File: src/rtl/dcfp_pkg.sv
package dcfp_pkg;

  localparam int unsigned LengthBitsDefault = 8;
  localparam int unsigned CfgIndexW         = 8;
  localparam int unsigned CfgDataW          = 48;

  localparam logic [7:0] CharOpen  = 8'h21;
  localparam logic [7:0] CharClose = 8'h23;
  localparam logic [7:0] CharCr    = 8'h0D;
  localparam logic [7:0] CharLf    = 8'h0A;

  localparam logic       CmdByte = 1'b0;
  localparam logic       CmdTick = 1'b1;

  localparam int unsigned KeyLen   = 4;
  localparam logic [2:0]  ReplyLen = 3'd6;

  localparam logic [15:0] TimeoutReset = 16'd1000;
  localparam logic [31:0] KeywordReset = 32'h4349414F;
  localparam logic [47:0] ReplyReset   = 48'h21484F4C4123;

  typedef enum logic [CfgIndexW-1:0] {
    CfgTimeout = 8'd0,
    CfgKeyword = 8'd1,
    CfgReply   = 8'd2
  } cfg_index_e;

  typedef enum logic [1:0] {
    KindReply   = 2'd0,
    KindEnd     = 2'd1,
    KindTimeout = 2'd2
  } kind_e;

  typedef struct packed {
    logic       cmd;
    logic [7:0] rx_byte;
  } in_t;

  typedef struct packed {
    kind_e      kind;
    logic [7:0] tx_byte;
    logic [7:0] frame_length;
    logic       matched;
    logic       last;
  } out_t;

  typedef struct packed {
    logic [15:0] timeout_ticks;
    logic [31:0] keyword;
    logic [47:0] reply_text;
  } cfg_t;

  typedef struct packed {
    logic       valid;
    kind_e      kind;
    logic [7:0] frame_length;
    logic       matched;
  } event_t;

  function automatic out_t event_to_result(event_t ev);
    out_t r;
    r.kind         = ev.kind;
    r.tx_byte      = 8'h00;
    r.frame_length = ev.frame_length;
    r.matched      = ev.matched;
    r.last         = ~ev.matched;
    return r;
  endfunction

endpackage

File: src/rtl/dcfp_cfg_regs.sv
module dcfp_cfg_regs (
  input  logic                             clk_i,
  input  logic                             rst_ni,
  input  logic                             cfg_valid_i,
  output logic                             cfg_ready_o,
  input  logic [dcfp_pkg::CfgIndexW-1:0]   cfg_index_i,
  input  logic [dcfp_pkg::CfgDataW-1:0]    cfg_data_i,
  output dcfp_pkg::cfg_t                   cfg_o
);

  dcfp_pkg::cfg_t cfg_q, cfg_d;

  assign cfg_ready_o = 1'b1;

  always_comb begin
    cfg_d = cfg_q;
    if (cfg_valid_i) begin
      unique case (cfg_index_i)
        dcfp_pkg::CfgTimeout: cfg_d.timeout_ticks = cfg_data_i[15:0];
        dcfp_pkg::CfgKeyword: cfg_d.keyword       = cfg_data_i[31:0];
        dcfp_pkg::CfgReply:   cfg_d.reply_text    = cfg_data_i[47:0];
        default: ;
      endcase
    end
  end

  always_ff @(posedge clk_i or negedge rst_ni) begin
    if (!rst_ni) begin
      cfg_q.timeout_ticks <= dcfp_pkg::TimeoutReset;
      cfg_q.keyword       <= dcfp_pkg::KeywordReset;
      cfg_q.reply_text    <= dcfp_pkg::ReplyReset;
    end else begin
      cfg_q <= cfg_d;
    end
  end

  assign cfg_o = cfg_q;

endmodule

File: src/rtl/dcfp_parser.sv
module dcfp_parser #(
  parameter int unsigned LENGTH_BITS = dcfp_pkg::LengthBitsDefault
) (
  input  logic             clk_i,
  input  logic             rst_ni,
  input  logic             take_i,
  input  dcfp_pkg::in_t    item_i,
  input  dcfp_pkg::cfg_t   cfg_i,
  output dcfp_pkg::event_t ev_o
);

  localparam logic [LENGTH_BITS-1:0] LenMax = '1;
  localparam logic [LENGTH_BITS-1:0] LenKey = LENGTH_BITS'(dcfp_pkg::KeyLen);

  logic                   in_frame_q, in_frame_d;
  logic [LENGTH_BITS-1:0] len_q, len_d;
  logic                   match_q, match_d;
  logic [15:0]            time_q, time_d;
  logic [7:0]             key_byte;
  logic [16:0]            len_wide;

  assign key_byte = 8'(cfg_i.keyword >> {~len_q[1:0], 3'b000});
  assign len_wide = 17'(len_q);

  always_comb begin
    in_frame_d = in_frame_q;
    len_d      = len_q;
    match_d    = match_q;
    time_d     = time_q;
    ev_o       = '0;
    ev_o.kind  = dcfp_pkg::KindEnd;
    if (take_i) begin
      priority if (item_i.cmd == dcfp_pkg::CmdTick) begin
        if (in_frame_q) begin
          if (time_q <= 16'd1) begin
            in_frame_d = 1'b0;
            len_d      = '0;
            match_d    = 1'b1;
            time_d     = '0;
            ev_o.valid = 1'b1;
            ev_o.kind  = dcfp_pkg::KindTimeout;
          end else begin
            time_d = time_q - 16'd1;
          end
        end
      end else if (item_i.rx_byte == dcfp_pkg::CharCr ||
                   item_i.rx_byte == dcfp_pkg::CharLf) begin
        // line endings carry nothing
      end else if (item_i.rx_byte == dcfp_pkg::CharOpen) begin
        in_frame_d = 1'b1;
        len_d      = '0;
        match_d    = 1'b1;
        time_d     = cfg_i.timeout_ticks;
      end else if (in_frame_q) begin
        if (item_i.rx_byte == dcfp_pkg::CharClose) begin
          ev_o.valid        = 1'b1;
          ev_o.kind         = dcfp_pkg::KindEnd;
          ev_o.frame_length = (len_wide > 17'd255) ? 8'hFF : len_wide[7:0];
          ev_o.matched      = match_q && (len_q == LenKey);
          in_frame_d        = 1'b0;
          len_d             = '0;
          match_d           = 1'b1;
          time_d            = '0;
        end else begin
          if (len_q >= LenKey || key_byte != item_i.rx_byte) begin
            match_d = 1'b0;
          end
          if (len_q != LenMax) begin
            len_d = len_q + 1'b1;
          end
        end
      end
    end
  end

  always_ff @(posedge clk_i or negedge rst_ni) begin
    if (!rst_ni) begin
      in_frame_q <= 1'b0;
      len_q      <= '0;
      match_q    <= 1'b1;
      time_q     <= '0;
    end else begin
      in_frame_q <= in_frame_d;
      len_q      <= len_d;
      match_q    <= match_d;
      time_q     <= time_d;
    end
  end

endmodule

File: src/rtl/dcfp_emitter.sv
module dcfp_emitter (
  input  logic             clk_i,
  input  logic             rst_ni,
  input  dcfp_pkg::event_t ev_i,
  input  dcfp_pkg::cfg_t   cfg_i,
  output logic             busy_o,
  output logic             out_valid_o,
  input  logic             out_stall_i,
  output dcfp_pkg::out_t   out_item_o
);

  dcfp_pkg::out_t   out_q, out_d, reply_item;
  logic             out_valid_q, out_valid_d;
  dcfp_pkg::event_t pend_q, pend_d;
  logic             pend_valid_q, pend_valid_d;
  logic [2:0]       rep_cnt_q, rep_cnt_d;
  logic             load;

  assign load   = !out_valid_q || !out_stall_i;
  assign busy_o = pend_valid_q || (rep_cnt_q != 3'd0);

  always_comb begin
    reply_item              = '0;
    reply_item.kind         = dcfp_pkg::KindReply;
    reply_item.tx_byte      = 8'(cfg_i.reply_text >> {rep_cnt_q - 3'd1, 3'b000});
    reply_item.last         = (rep_cnt_q == 3'd1);
  end

  always_comb begin
    out_d        = out_q;
    out_valid_d  = out_valid_q;
    pend_d       = pend_q;
    pend_valid_d = pend_valid_q;
    rep_cnt_d    = rep_cnt_q;
    if (out_valid_q && !out_stall_i) begin
      out_valid_d = 1'b0;
    end
    if (load) begin
      priority if (rep_cnt_q != 3'd0) begin
        out_d       = reply_item;
        out_valid_d = 1'b1;
        rep_cnt_d   = rep_cnt_q - 3'd1;
      end else if (pend_valid_q) begin
        out_d        = dcfp_pkg::event_to_result(pend_q);
        out_valid_d  = 1'b1;
        pend_valid_d = 1'b0;
        rep_cnt_d    = pend_q.matched ? dcfp_pkg::ReplyLen : 3'd0;
      end else if (ev_i.valid) begin
        out_d       = dcfp_pkg::event_to_result(ev_i);
        out_valid_d = 1'b1;
        rep_cnt_d   = ev_i.matched ? dcfp_pkg::ReplyLen : 3'd0;
      end
    end else if (ev_i.valid) begin
      pend_d       = ev_i;
      pend_valid_d = 1'b1;
    end
  end

  always_ff @(posedge clk_i or negedge rst_ni) begin
    if (!rst_ni) begin
      out_valid_q  <= 1'b0;
      pend_valid_q <= 1'b0;
      rep_cnt_q    <= 3'd0;
    end else begin
      out_valid_q  <= out_valid_d;
      pend_valid_q <= pend_valid_d;
      rep_cnt_q    <= rep_cnt_d;
    end
  end

  always_ff @(posedge clk_i) begin
    out_q  <= out_d;
    pend_q <= pend_d;
  end

  assign out_valid_o = out_valid_q;
  assign out_item_o  = out_q;

  a_reply_needs_head: assert property (@(posedge clk_i) disable iff (!rst_ni)
    (rep_cnt_q != 3'd0) |-> out_valid_q)
    else $error("reply bytes pending without a result in the output register");

  a_pend_needs_head: assert property (@(posedge clk_i) disable iff (!rst_ni)
    pend_valid_q |-> out_valid_q)
    else $error("pending event held while output register empty");

  a_no_event_when_busy: assert property (@(posedge clk_i) disable iff (!rst_ni)
    ev_i.valid |-> (!pend_valid_q && rep_cnt_q == 3'd0))
    else $error("event arrived while emitter busy");

  a_reply_count_range: assert property (@(posedge clk_i) disable iff (!rst_ni)
    rep_cnt_q <= dcfp_pkg::ReplyLen)
    else $error("reply counter out of range");

  a_reply_last: assert property (@(posedge clk_i) disable iff (!rst_ni)
    (out_valid_q && out_q.kind == dcfp_pkg::KindReply) |->
      (out_q.last == (rep_cnt_q == 3'd0)))
    else $error("last flag does not match final reply byte");

endmodule

File: src/rtl/delimited_command_frame_parser.sv
// results: the event an item causes is registered in the output register
// throughput: one item per cycle when input is not held; a matching frame end holds input
// while the six reply bytes leave, and an event meeting a stalled output is parked in a
// one-entry slot that holds input until it moves on
// reset: no frame open, output empty, registers back to timeout 1000, "CIAO", "!HOLA#"
module delimited_command_frame_parser #(
  parameter int unsigned LENGTH_BITS = dcfp_pkg::LengthBitsDefault
) (
  input  logic                           clk_i,
  input  logic                           rst_ni,
  input  logic                           in_valid_i,
  output logic                           in_stall_o,
  input  dcfp_pkg::in_t                  in_item_i,
  output logic                           out_valid_o,
  input  logic                           out_stall_i,
  output dcfp_pkg::out_t                 out_item_o,
  input  logic                           cfg_valid_i,
  output logic                           cfg_ready_o,
  input  logic [dcfp_pkg::CfgIndexW-1:0] cfg_index_i,
  input  logic [dcfp_pkg::CfgDataW-1:0]  cfg_data_i
);

  dcfp_pkg::cfg_t   cfg;
  dcfp_pkg::event_t ev;
  logic             busy;
  logic             take;

  assign in_stall_o = busy;
  assign take       = in_valid_i && !busy;

  dcfp_cfg_regs u_cfg (
    .clk_i       (clk_i),
    .rst_ni      (rst_ni),
    .cfg_valid_i (cfg_valid_i),
    .cfg_ready_o (cfg_ready_o),
    .cfg_index_i (cfg_index_i),
    .cfg_data_i  (cfg_data_i),
    .cfg_o       (cfg)
  );

  dcfp_parser #(
    .LENGTH_BITS (LENGTH_BITS)
  ) u_parser (
    .clk_i  (clk_i),
    .rst_ni (rst_ni),
    .take_i (take),
    .item_i (in_item_i),
    .cfg_i  (cfg),
    .ev_o   (ev)
  );

  dcfp_emitter u_emitter (
    .clk_i       (clk_i),
    .rst_ni      (rst_ni),
    .ev_i        (ev),
    .cfg_i       (cfg),
    .busy_o      (busy),
    .out_valid_o (out_valid_o),
    .out_stall_i (out_stall_i),
    .out_item_o  (out_item_o)
  );

endmodule
File: config.mk
export PLATFORM = sky130hd
export DESIGN_NAME = delimited_command_frame_parser
export DESIGN_NICKNAME = d
export VERILOG_FILES = /design/src/rtl/dcfp_pkg.sv /design/src/rtl/dcfp_cfg_regs.sv /design/src/rtl/dcfp_parser.sv /design/src/rtl/dcfp_emitter.sv /design/src/rtl/delimited_command_frame_parser.sv
export SDC_FILE = /design/constraint.sdc
export NUM_CORES = 1
export LEC_CHECK = 0
export BUFFER_PORTS_ARGS = -buffer_cell sky130_fd_sc_hd__buf_2
export CORE_MARGIN = 8
export CORE_UTILIZATION = 42
export DETAILED_ROUTE_END_ITERATION = 6
export PLACE_DENSITY = 0.66
export SYNTH_ARGS = -nofsm -noshare
export SYNTH_HDL_FRONTEND = slang
export SYNTH_SLANG_ARGS = --single-unit
export TNS_END_PERCENT = 100
File: constraint.sdc
create_clock -name clk_i -period 4.1 [get_ports clk_i]
set_input_delay 0.205 -clock clk_i [delete_from_list [all_inputs] [get_ports clk_i]]
set_output_delay 0.205 -clock clk_i [all_outputs]
set_load 0.005 [all_outputs]
==> Word-level counts from Yosys, hierarchy flattened <==
Cells that the tools add are included.
{ "word_totals": {"ff_bits": 158, "in_bits": 70, "elab_cells": 128} }
{ "op_classes": {"n_addsub": 3, "magnitude_cmp": 3, "eq_ne": 14, "n_shift": 2, "mux": 56, "n_bitwise": 4, "n_reduce_logical": 28} }
{ "ops": {"columns": ["operator", "count"], "rows": [
  ["$mux 16", 7],
  ["$mux 8", 9],
  ["$mux 12", 5],
  ["$shr 48x6->8", 1],
  ["$mux 20", 2],
  ["$shr 32x5->8", 1],
  ["$mux 3", 8],
  ["$mux 1", 23],
  ["$mux 18", 1],
  ["$eq 8x4->1 const B", 2],
  ["$eq 8x6->1 const B", 2],
  ["$le 16x1->1 const B", 1],
  ["$sub 16x1->16 const B", 1],
  ["$reduce_and 2->1", 7],
  ["$reduce_and 6->1", 2],
  ["$mux 9", 1],
  ["$reduce_bool 3->1", 3],
  ["$add 8x1->8 const B", 1],
  ["$eq 8x1->1 const B", 1],
  ["$eq 8x2->1 const B", 1],
  ["$eq 8x3->1 const B", 1],
  ["$ge 8x3->1 const B", 1],
  ["$gt 8x8->1 const B", 1],
  ["$logic_not 8->1", 1],
  ["14 further kinds", 27]
]} }

==> Longest topological paths before layout <==
{ "logic_depth": {"word_depth": 12, "depth_mapped": 10, "depth_no_buf": 7} }

==> Cells and area by module <==
From an unflattened synthesis, not the netlist that was laid out.
{ "hier_totals": {"hier_cells": 581, "area_unflattened_um2": 7716.2} }
{ "modules_own_cells": {"columns": ["mod", "instances", "cells_per_inst", "area_each_um2"], "rows": [
  ["dcfp_cfg_regs", 1, 211, 3748.6],
  ["dcfp_parser", 1, 245, 2165.8],
  ["dcfp_emitter", 1, 124, 1788.0],
  ["delimited_command_frame_parser", 1, 1, 13.8]
]} }

==> Worst setup path before layout <==
Ideal clock, no wire load.
{ "synth_timing": {"kind": "reg2reg", "start": "register u_emitter.rep_cnt_q[0]", "end": "register u_emitter.pend_q[0] (netlist bit), enable pin", "setup_time_ns": 0.378, "arrival_ns": 2.527, "required_time_ns": 3.722, "path_slack_ns": 1.195, "stages_incl_launch_ff": 10, "period_less_slack_ns": 2.905, "path_cell_list": "dfrtp_1 > clkbuf_1 > clkbuf_1 > inv_1 > ha_1 > and4bb_2 > nand4_1 > nor2_1 > nor2_1 > nor2_1"} }
{ "synth_between": {"elab_chain_len": 6} }
{ "synth_lines": {"columns": ["item", "line", "rtl"], "rows": [
  ["start: declaration", "dcfp_emitter.sv:16", "logic [2:0] rep_cnt_q, rep_cnt_d;"],
  ["start signal: assignment", "dcfp_emitter.sv:67", "rep_cnt_q <= rep_cnt_d;"],
  ["$reduce_bool 3->1", "dcfp_emitter.sv:20", "assign busy_o = pend_valid_q || (rep_cnt_q != 3'd0);"],
  ["$logic_or 1x1->1", "dcfp_emitter.sv:20", null],
  ["$logic_not 1->1", "delimited_command_frame_parser.sv:29", "assign take = in_valid_i && !busy;"],
  ["$logic_and 1x1->1", "delimited_command_frame_parser.sv:29", null],
  ["$mux 12", "dcfp_parser.sv:32", "if (take_i) begin"],
  ["$reduce_and 2->1 (no source line)", null, null],
  ["end signal: assignment", "dcfp_emitter.sv:73", "pend_q <= pend_d;"],
  ["end: declaration", "dcfp_emitter.sv:14", "dcfp_pkg::event_t pend_q, pend_d;"]
]} }
No other way between the ends.
A chain may end at the register's enable or synchronous reset.

==> Final worst setup path <==
{ "layout_timing": {"start": "register u_emitter.rep_cnt_q[1]", "end": "register u_emitter.pend_q[8] (netlist bit), enable pin"} }
Same word-level chain as after synthesis.

==> results_dict.tcl <==
set metrics [dict create \
    fmax_mhz 315.0 \
    port_buffers 91 \
    reg2reg_to "u_emitter.pend_q[8]$_DFFE_PP_" \
    layout_common_cells "104 x mux2_2, 90 x buf_2, 90 x dfrtp_1, 37 x dfstp_2" \
    worstPathRequired_ns 4.15 \
    start_util_pct 42.63 \
    comb_power_share_pct 27.4 \
    grt_usage_pct 17.02 \
    rsz0062_at_grt "no" \
    synthDistinctLibCells 69 \
    clk_latency_ns 0.43 \
    final_nets 767 \
    ys_warn_count 0 \
    power.switching_w 0.001694 \
    p_leak_nw 3.984 \
    syn_to_final_growth_pct 18.23 \
    maxSlewViolCount 0 \
    regToRegSetupSlack_ns 0.93 \
    worst_setup_path_start_kind "flop" \
    first_pass_iters 5 \
    period_minus_slack_ns 3.175 \
    fin_setup_tns_ns 0 \
    crit_arrival_ns 3.22 \
    hold_path_class "primary input to flop" \
    synth_flop_cell "dfrtp_1" \
    antenna_found_initial 3 \
    nFillCells 1528 \
    grt-ovfl-total 0 \
    dr_total_vias 5233 \
    core_area_um2 17840 \
    netSwitchingFraction_pct 32.07 \
    die_x_um 150.6 \
    grt_pass1_vias 5602 \
    setup_viol 0 \
    layout_commonest_cell "mux2_2" \
    cp_max_fo 13 \
    hold_depth 2 \
    grt_max_degree 67 \
    io_pins 93 \
    numCtsBuffers 17 \
    htree_levels 4 \
    row_count 49 \
    pwr-share-seq_pct 39.3 \
    relSlewSlack_pct 19.57 \
    drive_gt1_share_pct 41.82 \
    dp_hpwl_mm 13.35 \
    clk_path_buf_depth 2 \
    endpoint_kind "flop" \
    drc 0 \
    min_to "u_cfg.cfg_o[35]$_DFFE_PN1P_" \
    via_per_inst 5.603 \
    min_from "cfg_data_i[35]" \
    internal_power_w 0.003589 \
    power_frac_clock_pct 33.2 \
    drt-total-wl_mm 18.31 \
    cap_violations 0 \
    irDropWorstVdd_mv 0.4089 \
    synth_cells 602 \
    timing.final.crit_share_pct 77.43 \
    synth_edf_count 31 \
    clock_skew_ns 0.01027 \
    die_h_um 150.6 \
    tightest_slew_ns 1.200 \
    reg2reg_depth 7 \
    cp-startpoint "u_emitter.rep_cnt_q[1]$_DFFE_PN0P_" \
    yosysSeqAreaShare_pct 54.63 \
    synthArstFlopShare_pct 80.38 \
    synth_seq_cells 158 \
    die-area_um2 22670 \
    path_class "flop to flop" \
    reg2reg_from "u_emitter.rep_cnt_q[1]$_DFFE_PN0P_" \
    clk_pin_slew_ns 0.06 \
    clock_sinks 158 \
    wl_per_cell_um 19.60 \
    power_density_nw_per_um2 587.6 \
    drt_iter0_drc 314 \
    syn_area_um2 7606 \
    outcome "finished clean" \
    ant_nets 0 \
    hold_viol 0 \
    gp_congestion 0.8549 \
    cts_resized 0 \
    grt_pass1_wl_mm 29.92 \
    clk_root_buffer_cell "clkbuf_16" \
    avgSynthCellArea_um2 12.63 \
    cts_tree "yes" \
    whs_ns 0.01278 \
    synthesis.nets 679 \
]
==> repair_timing <==
action / CTS / global route
hold buffers: 11 / 0
buffers inserted: 0 / 0
endpoints found under the hold margin: 60 / 0
==> power by group through the flow <==
stage / Sequential, W / Combinational (W) / Clock (W)
global placement: 0.00209 / 0.00140 / 0
global route: 0.00211 / 0.00160 / 0.00183
detailed placement: 0.00210 / 0.00143 / 0
floorplan: 0.00201 / 0.00110 / 0
CTS: 0.00208 / 0.00145 / 0.00178
finish: 0.00208 / 0.00145 / 0.00176
==> critical path, stage by stage (launching register included) <==
cell	delay [ns]
dfrtp_1	0.37
inv_1	0.12
ha_1	0.27
and4bb_2	0.36
nand4_1	0.24
nor2_1	0.62
nor2_1	0.12
nor2_1	0.69
==> Yosys cell counts, types with 6 or more instances <==
library cell	n	area, um^2
a21oi_1	26	130.1
a22oi_1	11	82.58
a31oi_1	7	43.79
a32oi_1	8	70.07
and2_1	7	43.79
and3_1	6	37.54
clkbuf_1	22	82.58
dfrtp_1	90	2252
dfstp_2	37	972.2
edfxtp_1	31	930.9
ha_1	7	87.58
inv_1	21	78.83
mux2_2	104	1171
mux2i_1	8	80.08
mux4_2	13	292.8
nand2_1	32	120.1
nand3_1	12	60.06
nor2_1	27	101.4
nor3_1	10	50.05
nor4_1	10	62.56
o21ai_0	24	120.1
o2bb2ai_1	12	105.1
xnor2_1	7	61.31
==> cell type report <==
class	instances	area, um^2	share of cell area, %
diodes	2	5.005	0.05566
clock buffers	24	523.0	5.816
clock inverters	8	146.4	1.628
well taps	229	286.5	3.186
flip-flops and latches	158	4155	46.21
inverters	21	78.83	0.8766
repair buffers	105	590.6	6.567
multi-input cells	387	3207	35.66
==> routing by layer <==
layer,vias up,GRT usage [%],share of wire (%)
li1,2430,-,-
met1,2657,21.64,44
met2,129,27.67,49
met3,15,4.899,5.2
met4,2,5.146,1.2
met5,-,0,0.071
==> metrics by stage <==
stage | total power (W) | cells | utilization (%) | worst slack (ns) | instance area [um^2]
3_5_place_dp | 0.003535 | 889 | 46.01 | 0.9434 | 8208
3_3_place_gp | 0.003492 | 889 | 46.01 | 1.194 | 8208
4_1_cts | 0.005313 | 932 | 50.38 | 0.9314 | 8987
2_1_floorplan | 0.003105 | 602 | - | 1.195 | 7606
5_1_grt | 0.005551 | 933 | 50.39 | 0.5970 | 8990
6_report | 0.005284 | 934 | 50.40 | 0.9254 | 8992
==> worst max-delay path by stage <==
stage	slack, ns	endpoint	cells past startpoint
2_1_floorplan	1.20	u_emitter.pend_q[0]$_DFFE_PP_	9
3_3_place_gp	1.19	u_emitter.pend_q[5]$_DFFE_PP_	7
3_5_place_dp	0.94	u_emitter.pend_q[5]$_DFFE_PP_	7
4_1_cts	0.93	u_emitter.pend_q[8]$_DFFE_PP_	7
5_1_grt	0.60	u_emitter.pend_q[8]$_DFFE_PP_	7
6_report	0.93	u_emitter.pend_q[8]$_DFFE_PP_	7
==> cell families (layout without fill, tap and decap cells) <==
group           after synthesis  count (layout)  synth area share, %
mux                         125             125                20.30
flops                       158             158                54.63
simple gates                130             130                9.196
other cells                   1               3              0.04930
fa+ha+maj                     7               7                1.151
xor+xnor                      9               9                1.036
buf+inv                      57             158                3.323
compound gates              115             115                10.31
==> state kept, by name (all words and copies together) (netlist names) <==
register / cells
u_emitter.pend_q: 11
u_parser.time_q: 16
u_parser.match_q: 1
u_parser.in_frame_q: 1
u_emitter.out_item_o: 20
u_emitter.rep_cnt_q: 3
u_emitter.out_valid_o: 1
u_emitter.pend_valid_q: 1
u_cfg.cfg_o: 96
u_parser.len_q: 8
Power figures use the tool's default switching activity.
